$ cat src/rtl/bscs_pkg.sv
// ----------------------------------------------------------------------------
// bscs_pkg
// Types and fixed constants shared by the sparse column SpMV engine.
// ----------------------------------------------------------------------------
`default_nettype none

package bscs_pkg;

   localparam int unsigned ROW_W   = 12;
   localparam int unsigned HALF_W  = 16;
   localparam int unsigned WORD_W  = 32;
   localparam int unsigned LANES   = 4;
   localparam int unsigned LANE_W  = $clog2(LANES);
   localparam int unsigned Q_DEPTH = 2;

   localparam logic OP_ACC  = 1'b0;
   localparam logic OP_READ = 1'b1;

   localparam logic [WORD_W-1:0] CANON_NAN = 32'h7FC0_0000;
   localparam logic [WORD_W-1:0] POS_INF   = 32'h7F80_0000;

   // one queued transaction, weights already widened to fp32
   typedef struct packed {
      logic                             opcode;
      logic [ROW_W-1:0]                 row;
      logic [LANES-1:0][WORD_W-1:0]     weight;
      logic [WORD_W-1:0]                x_value;
   } entry_type;

   typedef enum logic [3:0] {
      ST_CLEAR,
      ST_IDLE,
      ST_NEXT,
      ST_RD,
      ST_MNORM,
      ST_MRND,
      ST_ALIGN,
      ST_SUM,
      ST_ANORM,
      ST_ARND,
      ST_RSP
   } state_type;

endpackage

`default_nettype wire

$ cat src/rtl/bscs_front.sv
// ----------------------------------------------------------------------------
// bscs_front
// Accepts request transactions, widens the fp16 weights and queues them.
// ----------------------------------------------------------------------------
`default_nettype none

module bscs_front (
   input  wire logic                         clock,
   input  wire logic                         reset,
   input  wire logic                         accept_en,
   input  wire logic                         req_valid,
   output logic                              req_ready,
   input  wire logic                         req_opcode,
   input  wire logic [bscs_pkg::ROW_W-1:0]   req_row,
   input  wire logic [bscs_pkg::HALF_W-1:0]  req_weight_0,
   input  wire logic [bscs_pkg::HALF_W-1:0]  req_weight_1,
   input  wire logic [bscs_pkg::HALF_W-1:0]  req_weight_2,
   input  wire logic [bscs_pkg::HALF_W-1:0]  req_weight_3,
   input  wire logic [bscs_pkg::WORD_W-1:0]  req_x_value,
   output logic                              q_valid,
   input  wire logic                         q_ready,
   output bscs_pkg::entry_type               q_entry
);

   localparam int unsigned PTR_W = $clog2(bscs_pkg::Q_DEPTH);
   localparam int unsigned CNT_W = $clog2(bscs_pkg::Q_DEPTH + 1);

   // exact fp16 to fp32 widening
   function automatic logic [31:0] half_to_f32(input logic [15:0] h);
      logic [4:0] ex;
      logic [9:0] man;
      logic [3:0] lz;
      logic       hit;
      logic [9:0] nm;
      logic [31:0] res;
      ex  = h[14:10];
      man = h[9:0];
      lz  = '0;
      hit = 1'b0;
      for (int i = 9; i >= 0; i--) begin
         if (!hit) begin
            if (man[i]) hit = 1'b1;
            else        lz  = lz + 4'd1;
         end
      end
      nm = 10'({1'b0, man} << (lz + 4'd1));
      if (ex == 5'h1F) begin
         res = {h[15], 8'hFF, man, 13'b0};
      end else if (ex == 5'd0) begin
         if (man == 10'd0) res = {h[15], 31'b0};
         else              res = {h[15], 8'(8'd112 - {4'b0, lz}), nm, 13'b0};
      end else begin
         res = {h[15], 8'({3'b0, ex} + 8'd112), man, 13'b0};
      end
      return res;
   endfunction

   bscs_pkg::entry_type queue_ff [bscs_pkg::Q_DEPTH];
   logic [PTR_W-1:0]    wr_ptr_ff, wr_ptr_in;
   logic [PTR_W-1:0]    rd_ptr_ff, rd_ptr_in;
   logic [CNT_W-1:0]    count_ff, count_in;
   bscs_pkg::entry_type new_entry;
   logic                push, pop;

   // classify and widen the incoming transaction
   always_comb begin
      new_entry.opcode    = req_opcode;
      new_entry.row       = req_row;
      new_entry.weight[0] = half_to_f32(req_weight_0);
      new_entry.weight[1] = half_to_f32(req_weight_1);
      new_entry.weight[2] = half_to_f32(req_weight_2);
      new_entry.weight[3] = half_to_f32(req_weight_3);
      new_entry.x_value   = req_x_value;
   end

   assign req_ready = accept_en && (count_ff != CNT_W'(bscs_pkg::Q_DEPTH));
   assign push      = req_valid && req_ready;
   assign q_valid   = (count_ff != '0);
   assign pop       = q_valid && q_ready;
   assign q_entry   = queue_ff[rd_ptr_ff];

   // queue pointers
   always_comb begin
      wr_ptr_in = wr_ptr_ff;
      rd_ptr_in = rd_ptr_ff;
      count_in  = count_ff;
      if (push) wr_ptr_in = PTR_W'((int'(wr_ptr_ff) + 1) % bscs_pkg::Q_DEPTH);
      if (pop)  rd_ptr_in = PTR_W'((int'(rd_ptr_ff) + 1) % bscs_pkg::Q_DEPTH);
      if (push && !pop)      count_in = count_ff + CNT_W'(1);
      else if (pop && !push) count_in = count_ff - CNT_W'(1);
   end

   always_ff @(posedge clock) begin
      if (reset) begin
         wr_ptr_ff <= '0;
         rd_ptr_ff <= '0;
         count_ff  <= '0;
      end else begin
         wr_ptr_ff <= wr_ptr_in;
         rd_ptr_ff <= rd_ptr_in;
         count_ff  <= count_in;
      end
   end

   // queue storage, no reset
   always_ff @(posedge clock) begin
      if (push) queue_ff[wr_ptr_ff] <= new_entry;
   end

endmodule

`default_nettype wire

$ cat config.mk
export PLATFORM = sky130hd
export DESIGN_NAME = bscs_front
export DESIGN_NICKNAME = d
export VERILOG_FILES = /design/src/rtl/bscs_pkg.sv /design/src/rtl/bscs_front.sv
export SDC_FILE = /design/constraint.sdc
export NUM_CORES = 1
export LEC_CHECK = 0
export CAP_MARGIN = 5
export CORE_MARGIN = 1.5
export CORE_UTILIZATION = 45
export CTS_BUF_LIST = sky130_fd_sc_hd__clkbuf_8
export DETAILED_ROUTE_END_ITERATION = 8
export DONT_BUFFER_PORTS = 1
export GPL_ROUTABILITY_DRIVEN = 0
export PLACE_DENSITY = 0.6
export SYNTH_ARGS = -nofsm -noshare
export SYNTH_HDL_FRONTEND = slang
export SYNTH_SLANG_ARGS = --single-unit
$ cat constraint.sdc
create_clock -name clock -period 6.5 [get_ports clock]
set_clock_uncertainty 0.15 [all_clocks]
set_input_delay 0.325 -clock clock [delete_from_list [all_inputs] [get_ports clock]]
set_output_delay 0.325 -clock clock [all_outputs]
set_load 0.005 [all_outputs]
==> impl_metrics.ini, run 1 <==
[setup_path]
max_stage_delay_ns = 0.47
crit_slowest_cell = o41a_1
critPathBufInv = 4
critPathMaxFanout = 8
cp.arrival_ns = 6.37
worstSetupStartpointType = input pin
critPathKind = in -> reg
crit_top_cell = nor2_1
worstSetupEndpointType = flip-flop
cp_top_family = adder cells
r2r_start = count_ff[0]
crit_path_start = req_weight_0[9]
worstPathRequired_ns = 6.63

[cts]
numCtsBuffers = 41
path_clk_slew_ns = 0.05
root_buffer = clkbuf_8
clock_sinks = 239
htreeDepth = 2
cts_buffer_depth = 3
insertion_delay_ns = 0.55
cts_tree = yes

[global_routing]
grt_first_pass_wirelength_mm = 48.0
track_usage_pct = 19.3
grt_max_degree = 74
grt_pass1_vias = 9033
antenna_found_initial = 0
grt_overflow_total = 0

[pwr]
power.total_mw = 4.16
p_leak_nw = 6.10
ir_worst_vdd_mv = 0.131
p_per_area_mw_per_mm2 = 258

[floorplan]
rows = 63
core_area_mm2 = 0.0296
io_pins = 289
die_y_um = 176
dieArea_mm2 = 0.0310
die_w_um = 176
start_util_pct = 45.6

[yosys]
synth_async_sr_flop_share_pct = 0
yosys_warnings = 0
synth_edf_count = 234
synthesis.area_mm2 = 0.0135
ys_types = 68
ys_ff_latch = 239
synth_area_per_cell_um2 = 12.1
synth_seq_area_share_pct = 52.9
synthCells = 1114
yosys_most_used_dff = edfxtp_1

[cells_and_area]
drive_above_1_share_pct = 22.1
finish.utilization_pct = 54.4
nFillCells = 2532
syn2layout_area_growth_pct = 19.4
antennaDiodeCount = 0
layout.nets = 1432

[place]
hpwl_mm = 20.3
numPortBuffers = 0

[detailed_routing]
vias_per_cell = 5.35
postRouteAntennaNets = 0
dr.pass1.iters = 5
drt_wl_total_mm = 30.9
drtIter0Drc = 489
wl_per_cell_um = 18.2
route.detailed.drc = 0
vias = 9089

[timing]
setup_viol = 0
fmax_ghz = 0.160
finalCriticalPeriod_ns = 6.24
maxSlewViolCount = 0
slew_headroom_pct = 23.2
period_share_pct = 96.1
worst_pin_slew_ns = 1.15
hold_violations = 0

[outcome]
status = complete, no violations

[hold_path]
worstHoldStart = req_weight_0[10]
holdCritPathClass = in -> reg

[run]
max-cap-violations = 0
==> through the flow <==
step | instances | hold slack, ns | setup WS, ns | area (um^2) | setup TNS (ns)
5_1_grt | 1698 | 0.0521 | -0.0227 | 16100 | -0.0709
2_1_floorplan | 1165 | 0.244 | -0.0523 | 13800 | -0.289
3_5_place_dp | 1512 | 0.241 | -0.247 | 14200 | -3.33
6_report | 1698 | 0.0458 | 0.256 | 16100 | 0
4_1_cts | 1696 | 0.00468 | 0.309 | 16000 | 0
3_3_place_gp | 1512 | 0.241 | -0.0798 | 14200 | -0.350
==> final timing paths <==
path / slack, ns / cells after the start / end
setup / recovery: 0.26 / 36 / queue_ff[0][51]
hold / removal: 0.05 / 4 / queue_ff[1][61]
setup reg to reg: 3.26 / 5 / queue_ff[1][95]
hold reg to reg: 0.36 / 2 / rd_ptr_ff
==> synth_stat cells (9+ instances only) <==
| library cell | number | area [um^2] |
|---|---|---|
| clkbuf_1 | 47 | 176 |
| nand3_1 | 24 | 120 |
| nand2_1 | 75 | 282 |
| a22oi_1 | 9 | 67.6 |
| nor2_1 | 70 | 263 |
| buf_4 | 56 | 420 |
| inv_1 | 40 | 150 |
| a32o_1 | 11 | 110 |
| nor2b_1 | 23 | 144 |
| o21ai_1 | 17 | 85.1 |
| ha_1 | 38 | 475 |
| mux2_2 | 131 | 1480 |
| or3_1 | 17 | 106 |
| nand2b_1 | 14 | 87.6 |
| a21o_1 | 21 | 158 |
| nor3_1 | 15 | 75.1 |
| xnor2_1 | 35 | 307 |
| a21oi_1 | 37 | 185 |
| mux2i_1 | 50 | 500 |
| xor2_1 | 11 | 96.3 |
| o21ai_0 | 22 | 110 |
| edfxtp_1 | 234 | 7030 |
==> logic make-up (layout without fill, tap and decap cells) <==
logic type	after synthesis	in the layout	share of synthesized area [%]
other	1	52	0.0278
adders and majority gates	38	38	3.53
buffers and inverters	153	296	6.02
AOI/OAI and AO/OA	177	177	9.15
xor gates and xnor gates	50	50	3.66
muxes	184	184	14.9
DFF	239	239	52.9
and+or+nand+nor	272	272	9.81
==> area by class of cell <==
| cell class | instances | area [um^2] | share of cell area, % |
|---|---|---|---|
| inverter | 43 | 164 | 1.02 |
| sequential | 239 | 7130 | 44.3 |
| clock inverter | 30 | 189 | 1.17 |
| multi-input combinational | 773 | 5880 | 36.5 |
| clock buffer | 41 | 564 | 3.51 |
| tap | 390 | 488 | 3.03 |
| timing repair buffer | 182 | 1680 | 10.4 |
==> routing by layer <==
layer	track usage [%]	up-vias	wire length [um]
met3	4.24	48	1930
li1	-	4364	-
met5	0	-	0
met2	32.6	293	14800
met4	5.84	0	559
met1	24.8	4384	13500
==> worst min-delay path, stage by stage <==
cell and delay, ns:
nand3_1 0.04, nand2_1 0.06, a22oi_1 0.09, nand2_1 0.10
==> cell usage in the layout, fill, tap and decap left out, drive strengths merged, types with 9 or more instances in the layout <==
cell type / n
edfxtp: 234
mux2: 134
dlygate4sd3: 113
nand2: 75
nor2: 70
buf: 69
inv: 55
conb: 52
mux2i: 50
clkbuf: 41
o21ai: 40
ha: 38
a21oi: 37
xnor2: 36
nand3: 24
nor2b: 23
a21o: 21
or3: 17
clkinv: 17
nor3: 15
nand2b: 14
xor2: 12
a32o: 11
a22oi: 9
==> power breakdown <==
part	switching, mW	total (mW)	internal [mW]
registers	0.0976	1.94	1.85
clock network	0.612	1.25	0.640
logic	0.487	0.963	0.476
total	1.20	4.16	2.96
==> registers in the layout (all words and copies together), names as in the netlist, named ones only <==
name and count:
count_ff 2, queue_ff 234, wr_ptr_ff 1, rd_ptr_ff 1
==> what timing repair did <==
item                                   in CTS  in global routing
setup buffers                               0                  2
hold buffers                              113                  0
resized for setup                           0                 11
setup endpoints to repair                   0                 18
endpoints found under the hold margin     239                  0
No activity file was read; power rests on OpenSTA's default activity.
==> run 2, diff against run 1 <==
BUFFER_PORTS_ARGS = -buffer_cell sky130_fd_sc_hd__buf_2   (was default)
DONT_BUFFER_PORTS = default   (was 1)
GPL_ROUTABILITY_DRIVEN = default   (was 0)
PLACE_DENSITY = 0.69   (was 0.6)
==> run 2 against run 1 <==
Compared with the run above: cell area rose by 6.0%; clock-buffer cell count rose by 2; worst hold slack improved by 0.028 ns; critical path depth rose by 1; worst setup slack improved by 0.057 ns; clock power rose by 6%; sequential share of layout area fell by 2.5 points; utilization rose by 3.3 points; non-clock buffer count rose by 214; largest cell class unchanged; largest power group unchanged; highest routed layer unchanged.
==> impl_metrics.ini, run 2 (same netlist as run 1, synthesis figures left out) <==
[global_routing]
grt_first_pass_wirelength_mm = 49.2
grt_max_degree = 67
use_met2_pct = 34.8
antenna_found_initial = 3
grtUsageMet3_pct = 2.78
grt_busiest_layer = met2
grt_overflow_total = 0
use_met1_pct = 24.4
track_usage_pct = 19.5
grt_pass1_vias = 9906

[hold_path]
holdCritPathClass = in -> reg

[setup_path]
critPathKind = in -> reg
critPathMaxFanout = 9
worstSetupStartpointType = input pin
crit_top_cell = nor2_1
worstSetupEndpointType = flip-flop
cp.arrival_ns = 6.39
r2r_slack_ns = 3.60
worstPathRequired_ns = 6.70
max_stage_delay_ns = 0.35
crit_slowest_cell = o41a_1

[timing]
fmax_ghz = 0.162
period_share_pct = 95.2
rsz0062_at_grt = no
worst_pin_slew_ns = 0.961
whs_ns = 0.0738
maxSlewViolCount = 0
hold_violations = 0
finalWorstSetupSlack_ns = 0.314
slew_headroom_pct = 35.9
finalCriticalPeriod_ns = 6.19
setup_viol = 0

[floorplan]
die_y_um = 176
io_pins = 289
rows = 63
die_w_um = 176
core_area_mm2 = 0.0296
dieArea_mm2 = 0.0310
start_util_pct = 45.6

[cells_and_area]
final_common_cell = buf_2
drive_above_1_share_pct = 35.9
mostFrequentLayoutCells = buf_2, edfxtp_1, mux2_2
layout.nets = 1647
syn2layout_area_growth_pct = 26.6
fin_area_mm2 = 0.0171
finish.utilization_pct = 57.7
reg_top3 = queue_ff (234), count_ff (2)
largest_reg_flops = 234
regMostFlops = queue_ff

[cts]
cts_buffer_depth = 3
htreeDepth = 2
numCtsBuffers = 42
path_clk_slew_ns = 0.06
insertion_delay_ns = 0.53
cts_tree = yes
root_buffer = clkbuf_8
clock_sinks = 239

[place]
hpwl_mm = 21.5
placed_area_mm2 = 0.0155
pre_cts_slack_ns = -0.311
place_congestion = 0.848
numPortBuffers = 236

[pwr]
p_int_mw = 3.20
power.share.combinational_pct = 26.6
p_leak_nw = 6.97
p_seq_share_pct = 43.6
pwr-share-clk_pct = 29.8
sw_frac_of_total_pct = 28.2
p_per_area_mw_per_mm2 = 261
ir_worst_vdd_mv = 0.204
switchingPower_mw = 1.26

[run]
max-cap-violations = 0

[outcome]
status = complete, no violations

[detailed_routing]
dr.pass1.iters = 5
vias = 9882
vias_per_cell = 5.16
drtIter0Drc = 474
route.detailed.drc = 0
drt_wl_total_mm = 31.1
wl_per_cell_um = 16.2
postRouteAntennaNets = 0
[run 2: cell count changes in the layout (fill, tap and decap cells not counted), sizes merged]
cell / previous run / this run
diode: 0 / 3
bufinv: 1 / 3
buf: 69 / 324
dlygate4sd3: 113 / 72
clkbuf: 41 / 43
clkinvlp: 0 / 1
inv: 55 / 60
clkinv: 17 / 7
[run 2: path summary, 6_finish.rpt]
kind                                      start                to  cells past startpoint
worst min-delay path            req_weight_3[4]  queue_ff[0][145]                      3
worst max register to register      count_ff[0]  queue_ff[1][147]                      5
worst min register to register        rd_ptr_ff         rd_ptr_ff                      2
worst max-delay path            req_weight_0[9]   queue_ff[1][54]                     37
[run 2: power groups by stage]
stage               Combinational [mW]  Clock (mW)  Sequential [mW]
floorplan                        0.774           0             1.92
global placement                  1.13           0             1.97
detailed placement                1.14           0             1.98
CTS                               1.19        1.37             1.95
global route                      1.29        1.43             1.96
finish                            1.19        1.33             1.94
[run 2: what timing repair did]
| item | in CTS | in global routing |
|---|---|---|
| hold buffers | 72 | 0 |
| setup buffers | 0 | 1 |
| setup endpoints to repair | 0 | 46 |
| endpoints found under the hold margin | 148 | 0 |
| resized for setup | 0 | 12 |
[run 2: per-stage QoR]
step                      power, mW  TNS [ns]  std cells
after CTS                      4.50         0       1911
after floorplan                2.69    -0.289       1165
after global routing           4.68         0       1914
after detailed placement       3.12    -10.53       1768
after global placement         3.10     -1.65       1768
final                          4.46         0       1915
[run 2: area by class of cell]
type / count / area, um^2
fill: 2465 / 12500
multi-input combinational: 773 / 5900
tap: 390 / 488
clock buffer: 43 / 592
antenna: 3 / 7.51
clock inverter: 28 / 203
sequential: 239 / 7130
timing repair buffer: 396 / 2570
inverter: 43 / 164
[run 2: worst max-delay path, delay by kind of cell]
kind | cells | cell delay, ns
simple gates | 12 | 1.49
mux | 1 | 0.26
buf+inv | 4 | 0.36
compound gates | 11 | 1.60
fa+ha+maj | 9 | 2.38
[run 2: layer usage]
layer / share of wire (%) / routed length [um] / up-vias
li1: - / - / 4787
met1: 43 / 13300 / 4726
met2: 50 / 15500 / 329
met3: 5.4 / 1680 / 40
met4: 1.9 / 581 / 0
met5: 0 / 0 / -
==> run 3, diff against run 2 <==
CORE_UTILIZATION = 52   (was 45)
PLACE_DENSITY = 0.78   (was 0.69)
==> run 3 against run 2 <==
Compared with the run above: sequential cell count did not move; worst hold slack lost 0.024 ns; global-route usage rose by 2.7 points; critical path type unchanged; cell area shrank 0.29%; register-to-register slack got worse by 0.20 ns; sequential power is essentially flat; clock-buffer cell count decreased by 1; worst setup slack worse by 0.12 ns; via count is 1.1% higher; clock power about the same.
==> impl_metrics.ini, run 3 (same netlist as run 1, synthesis figures left out) <==
[timing]
hold_violations = 0
worst_pin_slew_ns = 1.10
tns_ns = 0
slew_headroom_pct = 26.5
period_share_pct = 97.0
whs_ns = 0.0495
setup_viol = 0
finalCriticalPeriod_ns = 6.31
maxSlewViolCount = 0
rsz0062_at_grt = yes
finalWorstSetupSlack_ns = 0.192
fmax_ghz = 0.159

[pwr]
pwr-share-clk_pct = 29.8
power.share.combinational_pct = 26.6
switchingPower_mw = 1.25
p_int_mw = 3.23
p_leak_nw = 6.96
sw_frac_of_total_pct = 28.0
p_per_area_mw_per_mm2 = 263
ir_worst_vdd_mv = 0.206
power.total_mw = 4.48
p_seq_share_pct = 43.6

[cts]
htreeDepth = 2
insertion_delay_ns = 0.52
root_buffer = clkbuf_8
clock_sinks = 239
cts_tree = yes
path_clk_slew_ns = 0.06
numCtsBuffers = 40
cts_buffer_depth = 3

[cells_and_area]
fin_area_mm2 = 0.0170
finish.utilization_pct = 67.2
layout.nets = 1641
regMostFlops = queue_ff
mostFrequentLayoutCells = buf_2, edfxtp_1, mux2_2
drive_above_1_share_pct = 36.3
final_cells = 1848
syn2layout_area_growth_pct = 26.2
largest_reg_flops = 234
reg_top3 = queue_ff (234), count_ff (2)

[floorplan]
dieArea_mm2 = 0.0269
die_w_um = 164
rows = 58
io_pins = 289
core_area_mm2 = 0.0253
die_y_um = 164
start_util_pct = 53.2

[detailed_routing]
vias = 9988
dr.pass1.iters = 7
postRouteAntennaNets = 0
wl_per_cell_um = 16.8
drtIter0Drc = 582
drt_wl_total_mm = 31.1
vias_per_cell = 5.40
route.detailed.drc = 0

[global_routing]
track_usage_pct = 22.3
grt_max_degree = 80
grt_overflow_total = 0
grt_first_pass_wirelength_mm = 47.9
grt_pass1_vias = 9821
antenna_found_initial = 3

[setup_path]
max_stage_delay_ns = 0.44
crit_slowest_cell = o41a_1
cp.arrival_ns = 6.50
critPathMaxFanout = 6
critPathKind = in -> reg
worstSetupStartpointType = input pin
worstSetupEndpointType = flip-flop
worstPathRequired_ns = 6.69

[place]
placed_area_mm2 = 0.0154
place_congestion = 0.870
pre_cts_slack_ns = -0.376
numPortBuffers = 236
hpwl_mm = 21.2
dp.cells = 1703

[run]
max-cap-violations = 0

[outcome]
status = complete, no violations

[hold_path]
holdCritPathClass = in -> reg
[run 3: cell count changes in the layout (fill, tap and decap cells not counted), moves of 2 or more]
cell           before  now
buf_4              87   83
buf_6               0    3
inv_1              54   51
nor2_2              0    3
buf_2             236  234
clkinv_2            4    2
dlygate4sd3_1      72   70
nor2_1             67   65
o21ai_0            17   15
[run 3: per-layer routing]
metal	vias to the layer above	share of wire [%]	track usage (%)	wire, um
met2	335	50	39.6	15500
met5	-	0	0	0
met3	59	6.2	4.65	1940
met4	0	2.8	8.26	872
li1	4788	-	-	-
met1	4806	41	26.4	12800
[run 3: final cells by class]
class | count | area [um^2]
Clock inverter | 26 | 218
Tap cell | 330 | 413
Timing Repair Buffer | 392 | 2560
Inverter | 43 | 164
Fill cell | 1823 | 8320
Antenna cell | 3 | 7.51
Multi-Input combinational cell | 773 | 5930
Clock buffer | 42 | 578
Sequential cell | 239 | 7130
[run 3: repair_timing]
item / CTS / global route
gates resized for setup: 0 / 31
setup buffers: 0 / 4
hold buffers: 70 / 0
setup endpoints to repair: 0 / 32
hold endpoints to repair: 145 / 0
[run 3: critical path, delay by kind of cell]
kind	cells	cell delay (ns)
mux	1	0.28
fa+ha+maj	9	2.30
buf+inv	4	0.31
simple gates	12	1.42
compound gates	11	1.83
[run 3: final timing paths]
path | to | slack (ns) | cells past startpoint | from
max reg2reg | queue_ff[1][86] | 3.40 | 5 | count_ff[0]
min | queue_ff[0][109] | 0.05 | 2 | req_weight_2[0]
min reg2reg | count_ff[1] | 0.37 | 2 | count_ff[1]
max | queue_ff[0][54] | 0.19 | 37 | req_weight_0[8]
[run 3: power by group through the flow]
stage               clock [mW]  sequential [mW]  combinational, mW
finish                    1.34             1.95               1.19
global route              1.43             1.97               1.30
CTS                       1.37             1.95               1.17
detailed placement           0             1.99               1.13
global placement             0             1.98               1.11
floorplan                    0             1.92              0.774
